==> src/sv/assert_macros.svh <==
// Shared assertion macros; each module names its clock clk and its reset rst_n.
`ifndef ASSERT_MACROS_SVH
`define ASSERT_MACROS_SVH

// Same-cycle implication.
`define ASSERT_IMPL(label, ante, cons) \
    label: assert property (@(posedge clk) disable iff (!rst_n) (ante) |-> (cons)) \
        else $error("assertion failed");

// Next-cycle implication.
`define ASSERT_NEXT(label, ante, cons) \
    label: assert property (@(posedge clk) disable iff (!rst_n) (ante) |=> (cons)) \
        else $error("assertion failed");

`endif

==> src/sv/mfa_pkg.sv <==
`default_nettype none
package mfa_pkg;

    localparam int W = 16;

    localparam logic [1:0] MODE_ADD = 2'd0;
    localparam logic [1:0] MODE_MUL = 2'd1;
    localparam logic [1:0] MODE_DIV = 2'd2;
    localparam logic [1:0] MODE_INV = 2'd3;

    localparam logic [1:0] RED_A = 2'd0;
    localparam logic [1:0] RED_B = 2'd1;
    localparam logic [1:0] RED_P = 2'd2;

    localparam logic [1:0] RES_ZERO = 2'd0;
    localparam logic [1:0] RES_ADD  = 2'd1;
    localparam logic [1:0] RES_REM  = 2'd2;
    localparam logic [1:0] RES_INV  = 2'd3;

    localparam logic [W-1:0] MODULUS_RESET = 16'd5;

    typedef struct packed {
        logic [1:0]   mode;
        logic [W-1:0] operand_a;
        logic [W-1:0] operand_b;
    } in_t;

    typedef struct packed {
        logic [W-1:0] result;
        logic         error;
    } out_t;

    typedef struct packed {
        logic       load;
        logic       red_start;
        logic [1:0] red_sel;
        logic       red_step;
        logic       store_a;
        logic       store_b;
        logic       mul;
        logic       eu_init;
        logic       eu_begin;
        logic       eu_step;
        logic       inv_store;
        logic       res_wr;
        logic [1:0] res_sel;
        logic       res_err;
        logic       out_push;
    } mfa_cmd_t;

    typedef struct packed {
        logic       m_small;
        logic       red_done;
        logic       r1_zero;
        logic       sh_zero;
        logic       eu_ok;
        logic [1:0] mode;
    } mfa_stat_t;

    function automatic logic [4:0] lead_zeros(input logic [W-1:0] v);
        logic [4:0] n;
        logic       found;
        n = 5'(W);
        found = 1'b0;
        for (int i = W - 1; i >= 0; i--)
        begin
            if (!found && v[i])
            begin
                n = 5'(W - 1 - i);
                found = 1'b1;
            end
        end
        return n;
    endfunction

endpackage
`default_nettype wire

==> src/sv/mfa_ctrl.sv <==
`default_nettype none
`include "assert_macros.svh"
module mfa_ctrl
    import mfa_pkg::*;
(
    input  wire logic      clk,
    input  wire logic      rst_n,
    input  wire logic      in_valid,
    output logic           in_stall,
    output logic           out_valid,
    input  wire logic      out_stall,
    input  wire mfa_stat_t stat,
    output mfa_cmd_t       cmd
);

    localparam logic [3:0] S_IDLE  = 4'd0;
    localparam logic [3:0] S_CHECK = 4'd1;
    localparam logic [3:0] S_REDA  = 4'd2;
    localparam logic [3:0] S_REDB  = 4'd3;
    localparam logic [3:0] S_ADD   = 4'd4;
    localparam logic [3:0] S_MUL   = 4'd5;
    localparam logic [3:0] S_PRS   = 4'd6;
    localparam logic [3:0] S_REDP  = 4'd7;
    localparam logic [3:0] S_EUI   = 4'd8;
    localparam logic [3:0] S_EUB   = 4'd9;
    localparam logic [3:0] S_EUS   = 4'd10;
    localparam logic [3:0] S_EUF   = 4'd11;
    localparam logic [3:0] S_DONE  = 4'd12;

    logic [3:0] state_reg, state_next;
    logic       out_valid_reg, out_valid_next;
    logic       out_free;

    assign in_stall  = (state_reg != S_IDLE);
    assign out_valid = out_valid_reg;
    assign out_free  = !out_valid_reg || !out_stall;

    always_comb
    begin
        cmd        = '0;
        state_next = state_reg;
        unique case (state_reg)
            S_IDLE:
            begin
                if (in_valid)
                begin
                    cmd.load   = 1'b1;
                    state_next = S_CHECK;
                end
            end
            S_CHECK:
            begin
                if (stat.m_small)
                begin
                    cmd.res_wr  = 1'b1;
                    cmd.res_sel = RES_ZERO;
                    cmd.res_err = (stat.mode == MODE_DIV) || (stat.mode == MODE_INV);
                    state_next  = S_DONE;
                end
                else
                begin
                    cmd.red_start = 1'b1;
                    cmd.red_sel   = RED_A;
                    state_next    = S_REDA;
                end
            end
            S_REDA:
            begin
                if (stat.red_done)
                begin
                    cmd.store_a   = 1'b1;
                    cmd.red_start = 1'b1;
                    cmd.red_sel   = RED_B;
                    state_next    = S_REDB;
                end
                else
                begin
                    cmd.red_step = 1'b1;
                end
            end
            S_REDB:
            begin
                if (stat.red_done)
                begin
                    cmd.store_b = 1'b1;
                    unique case (stat.mode)
                        MODE_ADD: state_next = S_ADD;
                        MODE_MUL: state_next = S_MUL;
                        default:  state_next = S_EUI;
                    endcase
                end
                else
                begin
                    cmd.red_step = 1'b1;
                end
            end
            S_ADD:
            begin
                cmd.res_wr  = 1'b1;
                cmd.res_sel = RES_ADD;
                state_next  = S_DONE;
            end
            S_MUL:
            begin
                cmd.mul    = 1'b1;
                state_next = S_PRS;
            end
            S_PRS:
            begin
                cmd.red_start = 1'b1;
                cmd.red_sel   = RED_P;
                state_next    = S_REDP;
            end
            S_REDP:
            begin
                if (stat.red_done)
                begin
                    cmd.res_wr  = 1'b1;
                    cmd.res_sel = RES_REM;
                    state_next  = S_DONE;
                end
                else
                begin
                    cmd.red_step = 1'b1;
                end
            end
            S_EUI:
            begin
                cmd.eu_init = 1'b1;
                state_next  = S_EUB;
            end
            S_EUB:
            begin
                if (stat.r1_zero)
                begin
                    state_next = S_EUF;
                end
                else
                begin
                    cmd.eu_begin = 1'b1;
                    state_next   = S_EUS;
                end
            end
            S_EUS:
            begin
                cmd.eu_step = 1'b1;
                if (stat.sh_zero)
                begin
                    state_next = S_EUB;
                end
            end
            S_EUF:
            begin
                if (!stat.eu_ok)
                begin
                    cmd.res_wr  = 1'b1;
                    cmd.res_sel = RES_ZERO;
                    cmd.res_err = 1'b1;
                    state_next  = S_DONE;
                end
                else if (stat.mode == MODE_INV)
                begin
                    cmd.res_wr  = 1'b1;
                    cmd.res_sel = RES_INV;
                    state_next  = S_DONE;
                end
                else
                begin
                    cmd.inv_store = 1'b1;
                    state_next    = S_MUL;
                end
            end
            S_DONE:
            begin
                if (out_free)
                begin
                    cmd.out_push = 1'b1;
                    state_next   = S_IDLE;
                end
            end
            default:
            begin
                state_next = S_IDLE;
            end
        endcase
    end

    always_comb
    begin
        if (cmd.out_push)
        begin
            out_valid_next = 1'b1;
        end
        else if (!out_stall)
        begin
            out_valid_next = 1'b0;
        end
        else
        begin
            out_valid_next = out_valid_reg;
        end
    end

    always_ff @(posedge clk or negedge rst_n)
    begin
        if (!rst_n)
        begin
            state_reg     <= S_IDLE;
            out_valid_reg <= 1'b0;
        end
        else
        begin
            state_reg     <= state_next;
            out_valid_reg <= out_valid_next;
        end
    end

    `ASSERT_IMPL(a_push_free, cmd.out_push, !out_valid_reg || !out_stall)
    `ASSERT_NEXT(a_accept_check, in_valid && !in_stall, state_reg == S_CHECK)
    `ASSERT_IMPL(a_stall_held, out_valid_reg && out_stall, out_valid_next)

endmodule
`default_nettype wire

==> src/sv/mfa_dp.sv <==
`default_nettype none
`include "assert_macros.svh"
module mfa_dp
    import mfa_pkg::*;
(
    input  wire logic         clk,
    input  wire logic         rst_n,
    input  wire logic         cfg_we,
    input  wire logic [W-1:0] cfg_wdata,
    input  wire in_t          in_data,
    input  wire mfa_cmd_t     cmd,
    output mfa_stat_t         stat,
    output out_t              out_data
);

    logic [W-1:0]   m_reg;
    logic [1:0]     mode_reg;
    logic [W-1:0]   a_reg, b_reg;
    logic [2*W-1:0] x_reg;
    logic [W-1:0]   rem_reg;
    logic [5:0]     cnt_reg;
    logic [2*W-1:0] prod_reg;
    logic [W-1:0]   inv_reg;
    logic [W-1:0]   r0_reg, r1_reg, rw_reg;
    logic signed [33:0] t0_reg, t1_reg, tw_reg;
    logic [3:0]     sh_reg;
    logic [W-1:0]   res_reg;
    logic           err_reg;
    out_t           out_reg;

    logic [W:0]         red_t, red_nx;
    logic [4:0]         sh_diff;
    logic [2*W-1:0]     d_shift;
    logic signed [33:0] t_shift;
    logic               fits;
    logic [W-1:0]       rw_next;
    logic signed [33:0] tw_next;
    logic signed [33:0] t_pos, t_fix, m_wide;
    logic [W:0]         sum, sum_red;
    logic [W-1:0]       mul_op;
    logic [W-1:0]       res_next;

    assign red_t   = {rem_reg, x_reg[2*W-1]};
    assign red_nx  = (red_t >= {1'b0, m_reg}) ? red_t - {1'b0, m_reg} : red_t;
    assign sh_diff = lead_zeros(r1_reg) - lead_zeros(r0_reg);
    assign d_shift = {{W{1'b0}}, r1_reg} << sh_reg;
    assign t_shift = t1_reg <<< sh_reg;
    assign fits    = d_shift <= {{W{1'b0}}, rw_reg};
    assign rw_next = fits ? rw_reg - d_shift[W-1:0] : rw_reg;
    assign tw_next = fits ? tw_reg - t_shift : tw_reg;
    assign m_wide  = $signed({{(34-W){1'b0}}, m_reg});
    assign t_pos   = t0_reg[33] ? t0_reg + m_wide : t0_reg;
    assign t_fix   = (t_pos >= m_wide) ? t_pos - m_wide : t_pos;
    assign sum     = {1'b0, a_reg} + {1'b0, b_reg};
    assign sum_red = (sum >= {1'b0, m_reg}) ? sum - {1'b0, m_reg} : sum;
    assign mul_op  = (mode_reg == MODE_DIV) ? inv_reg : b_reg;

    always_comb
    begin
        case (cmd.res_sel)
            RES_ADD: res_next = sum_red[W-1:0];
            RES_REM: res_next = rem_reg;
            RES_INV: res_next = t_fix[W-1:0];
            default: res_next = '0;
        endcase
    end

    assign stat.m_small  = m_reg < 16'd2;
    assign stat.red_done = cnt_reg == 6'd0;
    assign stat.r1_zero  = r1_reg == '0;
    assign stat.sh_zero  = sh_reg == 4'd0;
    assign stat.eu_ok    = r0_reg == 16'd1;
    assign stat.mode     = mode_reg;
    assign out_data      = out_reg;

    always_ff @(posedge clk or negedge rst_n)
    begin
        if (!rst_n)
        begin
            m_reg   <= MODULUS_RESET;
            cnt_reg <= 6'd0;
        end
        else
        begin
            if (cfg_we)
            begin
                m_reg <= cfg_wdata;
            end
            if (cmd.red_start)
            begin
                cnt_reg <= (cmd.red_sel == RED_P) ? 6'd32 : 6'd16;
            end
            else if (cmd.red_step)
            begin
                cnt_reg <= cnt_reg - 6'd1;
            end
        end
    end

    always_ff @(posedge clk)
    begin
        if (cmd.load)
        begin
            mode_reg <= in_data.mode;
            a_reg    <= in_data.operand_a;
            b_reg    <= in_data.operand_b;
        end
        if (cmd.store_a)
        begin
            a_reg <= rem_reg;
        end
        if (cmd.store_b)
        begin
            b_reg <= rem_reg;
        end
        if (cmd.red_start)
        begin
            rem_reg <= '0;
            case (cmd.red_sel)
                RED_A:   x_reg <= {a_reg, {W{1'b0}}};
                RED_B:   x_reg <= {b_reg, {W{1'b0}}};
                default: x_reg <= prod_reg;
            endcase
        end
        else if (cmd.red_step)
        begin
            rem_reg <= red_nx[W-1:0];
            x_reg   <= {x_reg[2*W-2:0], 1'b0};
        end
        if (cmd.mul)
        begin
            prod_reg <= a_reg * mul_op;
        end
        if (cmd.eu_init)
        begin
            r0_reg <= m_reg;
            r1_reg <= (mode_reg == MODE_INV) ? a_reg : b_reg;
            t0_reg <= 34'sd0;
            t1_reg <= 34'sd1;
        end
        if (cmd.eu_begin)
        begin
            rw_reg <= r0_reg;
            tw_reg <= t0_reg;
            sh_reg <= (r0_reg >= r1_reg) ? sh_diff[3:0] : 4'd0;
        end
        if (cmd.eu_step)
        begin
            if (sh_reg == 4'd0)
            begin
                r0_reg <= r1_reg;
                r1_reg <= rw_next;
                t0_reg <= t1_reg;
                t1_reg <= tw_next;
            end
            else
            begin
                rw_reg <= rw_next;
                tw_reg <= tw_next;
                sh_reg <= sh_reg - 4'd1;
            end
        end
        if (cmd.inv_store)
        begin
            inv_reg <= t_fix[W-1:0];
        end
        if (cmd.res_wr)
        begin
            res_reg <= res_next;
            err_reg <= cmd.res_err;
        end
        if (cmd.out_push)
        begin
            out_reg.result <= res_reg;
            out_reg.error  <= err_reg;
        end
    end

    `ASSERT_NEXT(a_red_count, cmd.red_step && !cmd.red_start, cnt_reg == $past(cnt_reg) - 6'd1)
    `ASSERT_NEXT(a_res_range, cmd.res_wr, res_reg == '0 || res_reg < m_reg)
    `ASSERT_NEXT(a_err_zero, cmd.res_wr && cmd.res_err, res_reg == '0)

endmodule
`default_nettype wire

==> src/sv/modular_field_alu_core.sv <==
`default_nettype none
// The Euclid loop of inverse and divide takes a step per quotient and per quotient
//   bit; divide runs that inverse and then a multiply with product reduction.
// Throughput: one request at a time; set by the one-bit-per-cycle modular
//   reducer and the shift-subtract Euclid step.
// Reset: rst_n is asynchronous, active low; modulus returns to 5, channels go idle.
module modular_field_alu_core
    import mfa_pkg::*;
(
    input  wire logic         clk,
    input  wire logic         rst_n,
    input  wire logic         in_valid,
    output logic              in_stall,
    input  wire in_t          in_data,
    output logic              out_valid,
    input  wire logic         out_stall,
    output out_t              out_data,
    input  wire logic         cfg_we,
    input  wire logic [W-1:0] cfg_wdata
);

    mfa_cmd_t  cmd;
    mfa_stat_t stat;

    mfa_ctrl u_ctrl (
        .clk       (clk),
        .rst_n     (rst_n),
        .in_valid  (in_valid),
        .in_stall  (in_stall),
        .out_valid (out_valid),
        .out_stall (out_stall),
        .stat      (stat),
        .cmd       (cmd)
    );

    mfa_dp u_dp (
        .clk       (clk),
        .rst_n     (rst_n),
        .cfg_we    (cfg_we),
        .cfg_wdata (cfg_wdata),
        .in_data   (in_data),
        .cmd       (cmd),
        .stat      (stat),
        .out_data  (out_data)
    );

endmodule
`default_nettype wire

==> config.mk <==
export PLATFORM = sky130hd
export DESIGN_NAME = modular_field_alu_core
export DESIGN_NICKNAME = d
export VERILOG_FILES = /design/src/sv/mfa_pkg.sv /design/src/sv/mfa_ctrl.sv /design/src/sv/mfa_dp.sv /design/src/sv/modular_field_alu_core.sv
export VERILOG_INCLUDE_DIRS = /design/src /design/src/sv
export SDC_FILE = /design/constraint.sdc
export NUM_CORES = 2
export LEC_CHECK = 0
export ABC_AREA = 1
export ABC_CLOCK_PERIOD_IN_PS = 11100
export BUFFER_PORTS_ARGS = -buffer_cell sky130_fd_sc_hd__clkbuf_2
export CORE_MARGIN = 10
export CORE_UTILIZATION = 41
export CTS_BUF_LIST = sky130_fd_sc_hd__clkbuf_2 sky130_fd_sc_hd__clkbuf_4 sky130_fd_sc_hd__clkbuf_8
export CTS_CLUSTER_DIAMETER = 120
export DETAILED_ROUTE_END_ITERATION = 6
export PLACE_DENSITY = 0.53
export SLEW_MARGIN = 20
export SYNTH_ARGS = -nofsm -noshare
export SYNTH_HDL_FRONTEND = slang
export SYNTH_SLANG_ARGS = --single-unit
export TNS_END_PERCENT = 30
==> constraint.sdc <==
create_clock -name clk -period 11.1 [get_ports clk]
set_clock_uncertainty 0.15 [all_clocks]
set_input_delay 0.555 -clock clk [delete_from_list [all_inputs] [get_ports clk]]
set_output_delay 0.555 -clock clk [all_outputs]
set_load 0.02 [all_outputs]
=== Word-level counts from Yosys, hierarchy flattened ===
Index checks and enable logic that the tools add are counted.
W data, S select, Z words.

* Input bits: 55
* Register bits: 345
* Logic and storage cells: 287

* Magnitude comparators: 6
* $add $sub $neg: 10
* Reduce and logical (&&, ||, !) cells: 76
* Multiplexer cells: 142
* $mul: 1
* Shift operators: 2
* Eq/ne operators: 28

{| class="wikitable"
|+ Operators by type and width
! operator !! count
|-
| $mux W34 || 11
|-
| $mux W16 || 19
|-
| $mux W4 || 44
|-
| $mux W32 || 2
|-
| $pmux W32 S2 || 1
|-
| $sub A16 B16 Y16 || 4
|-
| $pmux W4 S13 || 1
|-
| $mux W1 || 51
|-
| $pmux W16 S3 || 1
|-
| $add A34 B17 Y34 || 1
|-
| $ge A17 B16 Y1 || 2
|-
| $ge A34 B17 Y1 || 1
|-
| $sshl A34 B4 Y34 || 1
|-
| $sub A34 B34 Y34 || 1
|-
| $le A32 B16 Y1 || 1
|-
| $logic_not A1 Y1 || 32
|-
| $mul A16 B16 Y32 || 1
|-
| $shl A16 B4 Y32 || 1
|-
| $logic_and A1 B1 Y1 || 30
|-
| $eq A4 B4 Y1 const B || 5
|-
| $mux W6 || 3
|-
| $add A16 B16 Y17 || 1
|-
| $eq A16 B1 Y1 const B || 1
|-
| $eq A4 B3 Y1 const B || 4
|-
| 25 further kinds || 46
|}

=== Logic depth before layout (Yosys ltp) ===
* Depth in word-level cells: 51
* Gate-level depth with buffers: 31
* Depth with buffers taken out: 30

=== By module ===
A second synthesis with hierarchy kept.

* Cells, all modules: 4751
* Area, all modules: 34011.4 sq um

{| class="wikitable"
|+ Modules (own cells, without submodules)
! module !! times used !! cells an instance !! seq. area each (sq um) !! area an instance (sq um)
|-
| mfa_dp || 1 || 4639 || 8400.6 || 33435.8
|-
| mfa_ctrl || 1 || 112 || 125.1 || 575.6
|}

=== Worst setup path before layout ===
OpenSTA, ideal clock, no wires.

* Kind: register -> register
* Start point: reg u_dp.mode_reg[1]
* End point: reg u_dp.prod_reg[28], data pin
* Setup time: 0.265 ns
* Clock period less this slack: 6.838 ns
* Arrival time: 6.423 ns
* Buffers on the path: 2
* Stages on the path, launching flop included: 28
* Slack: 4.262 ns
* Required time: 10.685 ns
* Cells stage by stage: edfxtp_1 inv_1 nor2_1 inv_1 clkbuf_1 or2_2 o21a_1 inv_1 clkbuf_1 nor2_1 fa_1 inv_1 fa_1 fa_1 fa_1 inv_1 fa_1 inv_1 fa_1 inv_1 ha_1 a21o_1 or2_2 o21bai_1 o21bai_1 a31oi_1 o21ai_0 xor2_1

* Word-level cells in the longest chain between the ends: 3

{| class="wikitable"
|+ RTL lines
! what !! RTL line !! text
|-
| start: declaration || mfa_dp.sv:17 || <nowiki>logic [1:0] mode_reg;</nowiki>
|-
| start signal: assignment || mfa_dp.sv:104 || <nowiki>mode_reg <= in_data.mode;</nowiki>
|-
| $eq A2 B2 Y1 || mfa_dp.sv:56 || <nowiki>assign mul_op = (mode_reg == MODE_DIV) ? inv_reg : b_reg;</nowiki>
|-
| $mux W16 || mfa_dp.sv:56 ||
|-
| $mul A16 B16 Y32 || mfa_dp.sv:132 || <nowiki>prod_reg <= a_reg * mul_op;</nowiki>
|-
| end signal: assignment || mfa_dp.sv:132 ||
|-
| end: declaration || mfa_dp.sv:22 || <nowiki>logic [2*W-1:0] prod_reg;</nowiki>
|}

No other way between the ends.
A chain may end at the register's enable or synchronous reset.

=== Worst setup path after layout ===
Ends and elaborated chain as after synthesis.

==> run_results.csv <==
group,metric,value,unit
outcome,status,"finished clean",
worst_hold_path,holdPathEnd,"u_dp.a_reg[10]",
critical_path,r2r_start,"u_dp.mode_reg[1]",
critical_path,r2r_slack,2.93,ns
timing,tightestPinTransition,1.11,ns
place,io_buffers,73,
synth,synthSimpleGateAreaFrac,20.8,%
route,drt_wl_total,115,mm
synth,ys_warn_count,0,
synth,synth-seq-cells,345,
synth,syn_inst,4529,
floorplan,fp.dieH,305,um
global_route,gr-usage-met3,5.02,%
place,finalWeightedCongestion,0.931,
global_route,grt_pass1_vias,29568,
timing,fin_crit,8.17,ns
cts,clkTransAtPathRegs,0.07,ns
global_route,busiest_layer,"met2",
synth,synth_nets,5055,
route,viasPerCell,5.40,
global_route,use_met2,37.2,%
synth,synth_adder_area_share,22.3,%
synth,yosysUniqueCellTypes,61,
cts,cts_made_buffers,72,
cts,cts.path.max_buffers,3,
synth,synthXorXnorAreaFrac,3.82,%
route,wl_per_cell,20.2,um
global_route,grt_antenna_before_repair,3,
synth,synth_top_family_by_area,"adder cells",
critical_path,cp.required,11.38,ns
global_route,grt_pass1_wl,176,mm
cts,cts_sinks,345,
floorplan,boundaryPins,74,
route,vias,30832,
critical_path,timing.rr.end,"u_dp.prod_reg[28]",
global_route,grt_max_degree,76,
timing,post-route-period-util,73.6,%
run,maxCapViolCount,0,
synth,synth_compound_area_share,16.2,%
finish,most-common-layout-cells,"nand2_1, inv_1, o21ai_0, nor2_1, ha_1",
finish,nets,5117,
global_route,grtUsageMet1,33.3,%
place,dp_hpwl,90.4,mm
global_route,grt_util_all_layers,24.2,%
route,dr.first_iter.drc_count,2801,
worst_hold_path,whs_path_depth,3,
synth,synthArstFlopShare,7.83,%
cts,post_cts_buffers,0,
synth,synthFlopType,"dfxtp_1",
floorplan,dieWidth,305,um
finish,fill_cells,8351,
cts,cts.root.buffer_cell,"clkbuf_8",
timing,slew_viol_final,0,
synth,synth-edff-count,148,
cts,cts_max_level,3,
critical_path,slowest_delay,0.74,ns
worst_hold_path,holdCritPathClass,"primary input to flip-flop",
synth,synth_area,33200,um2
timing,max-slew-margin-rel,25.8,%
critical_path,critPathSlowestCell,"o21ai_0",
synth,synthMuxAreaShare,0.995,%
timing,setup_viol_count_final,0,
critical_path,crit_path_start_kind,"flip-flop",
route,post-route-drc-count,0,
critical_path,cp_data_arrival_time,8.45,ns
finish,area_growth,9.82,%
route,drtPass1Iterations,6,
timing,rsz0062_at_grt,"false",
route,postRouteAntennaNets,0,
timing,fmax,122,MHz
finish,layout_commonest_cell,"nand2_1",
critical_path,critPathKind,"flip-flop to flip-flop",
timing,setup_tns,0,ns
finish,drive_above_1_share,6.33,%
critical_path,reg2regPathDepth,23,
floorplan,start_util,41.3,%
floorplan,die_area,92800,um2
critical_path,path_max_fanout,29,
critical_path,crit_path_end_kind,"flip-flop",
global_route,overflow,0,
synth,ys_seq_area_share,25.7,%
floorplan,core-area,80400,um2
floorplan,row_count,104,
synth,synth.avg_cell_area,7.33,um2
cts,cts_tree,"yes",
timing,whs,0.0333,ns
cts,worstSkewPairLatency,0.70,ns
critical_path,cp_cell_sequence,"inv_1, nor2_1, inv_1, o21ai_0, inv_1, nand2_1, fa_1, fa_1, fa_1, fa_1, inv_1, fa_1, inv_1, fa_1, inv_1, ha_1, a21o_1, or2_2, o21bai_1, o21bai_1, a31oi_1, o21ai_0, xor2_1",
worst_hold_path,min_from,"in_data[26]",
timing,final_hold_viol_count,0,
-- worst max-delay path by stage --
| stage | cells after the start | startpoint | to | slack [ns] |
|---|---|---|---|---|
| 6_report | 23 | u_dp.mode_reg[1] | u_dp.prod_reg[28] | 2.93 |
| 5_1_grt | 23 | u_dp.mode_reg[1] | u_dp.prod_reg[28] | 2.44 |
| 4_1_cts | 23 | u_dp.mode_reg[1] | u_dp.prod_reg[28] | 3.05 |
| 3_5_place_dp | 23 | u_dp.mode_reg[1] | u_dp.prod_reg[28] | 3.09 |
| 3_3_place_gp | 23 | u_dp.mode_reg[1] | u_dp.prod_reg[28] | 3.34 |
| 2_1_floorplan | 27 | u_dp.mode_reg[1] | u_dp.prod_reg[28] | 4.26 |
-- cells in the mapped netlist, types with 16 or more instances --
master | n | share of area [%]
nor3_1 | 32 | 0.48
nand2_1 | 1058 | 12
ha_1 | 269 | 10
nor2_1 | 348 | 3.9
nand4_1 | 33 | 0.62
a31oi_1 | 27 | 0.51
nand3_1 | 183 | 2.8
dfrtp_1 | 25 | 1.9
xnor2_1 | 66 | 1.7
dfxtp_1 | 170 | 10
mux2i_1 | 33 | 0.99
o211ai_1 | 24 | 0.54
fa_1 | 202 | 12
o21ai_1 | 46 | 0.69
buf_2 | 22 | 0.33
a21o_1 | 16 | 0.36
a21oi_1 | 269 | 4.1
inv_1 | 699 | 7.9
o22ai_1 | 38 | 0.72
clkbuf_1 | 112 | 1.3
o21ai_0 | 425 | 6.4
xor2_1 | 79 | 2.1
edfxtp_1 | 148 | 13
-- stage by stage --
stage                     std cells  utilization (%)  worst slack, ns  cell area, um2
after floorplan                4529                -             4.26           33200
after global placement         5543             42.9             3.34           34500
after detailed placement       5543             42.9             3.09           34500
after CTS                      5706             45.3             3.05           36500
after global routing           5708             45.4             2.44           36500
final                          5708             45.4             2.93           36500
-- worst max-delay path: cells and delay by family (launching register included) --
| family | cells | cell delay (ns) |
|---|---|---|
| adder cells (fa/ha/maj) | 7 | 3.29 |
| XOR/XNOR | 1 | 0.16 |
| AND/OR/NAND/NOR | 3 | 0.75 |
| flip-flops | 1 | 0.37 |
| buffers and inverters | 6 | 1.08 |
| AO/OA/AOI/OAI | 6 | 2.09 |
-- what timing repair did --
item                                   4_1_cts  5_1_grt
resized for setup                            0        0
hold buffers                                34        0
endpoints found under the hold margin       58        0
-- cells by family (layout without fill, tap and decap cells) --
logic type,count (synthesis),after routing
AOI/OAI and AO/OA,959,959
buffers and inverters,872,989
and+or+nand+nor,1704,1704
xor gates and xnor gates,145,145
adders and majority gates,471,471
muxes,33,33
other,0,2
DFF,345,345
-- area by class of cell --
class / count / area (um2) / share of cell area [%]
antenna: 2 / 5.00 / 0.0137
clock buffer: 102 / 1280 / 3.52
clock inverter: 27 / 302 / 0.827
inverter: 713 / 2680 / 7.34
multi-input combinational: 3312 / 21300 / 58.5
sequential: 345 / 8530 / 23.4
tap: 1060 / 1330 / 3.64
timing repair buffer: 147 / 1010 / 2.76
-- routing by layer --
layer	share of wire (%)	wire length, um
met2	43	50200
met5	0	0
met1	46	52700
met4	3.6	4120
met3	7.3	8480
Power is not shown: default switching activity piles up to over one toggle a cycle in this logic, so the estimate is an artifact.
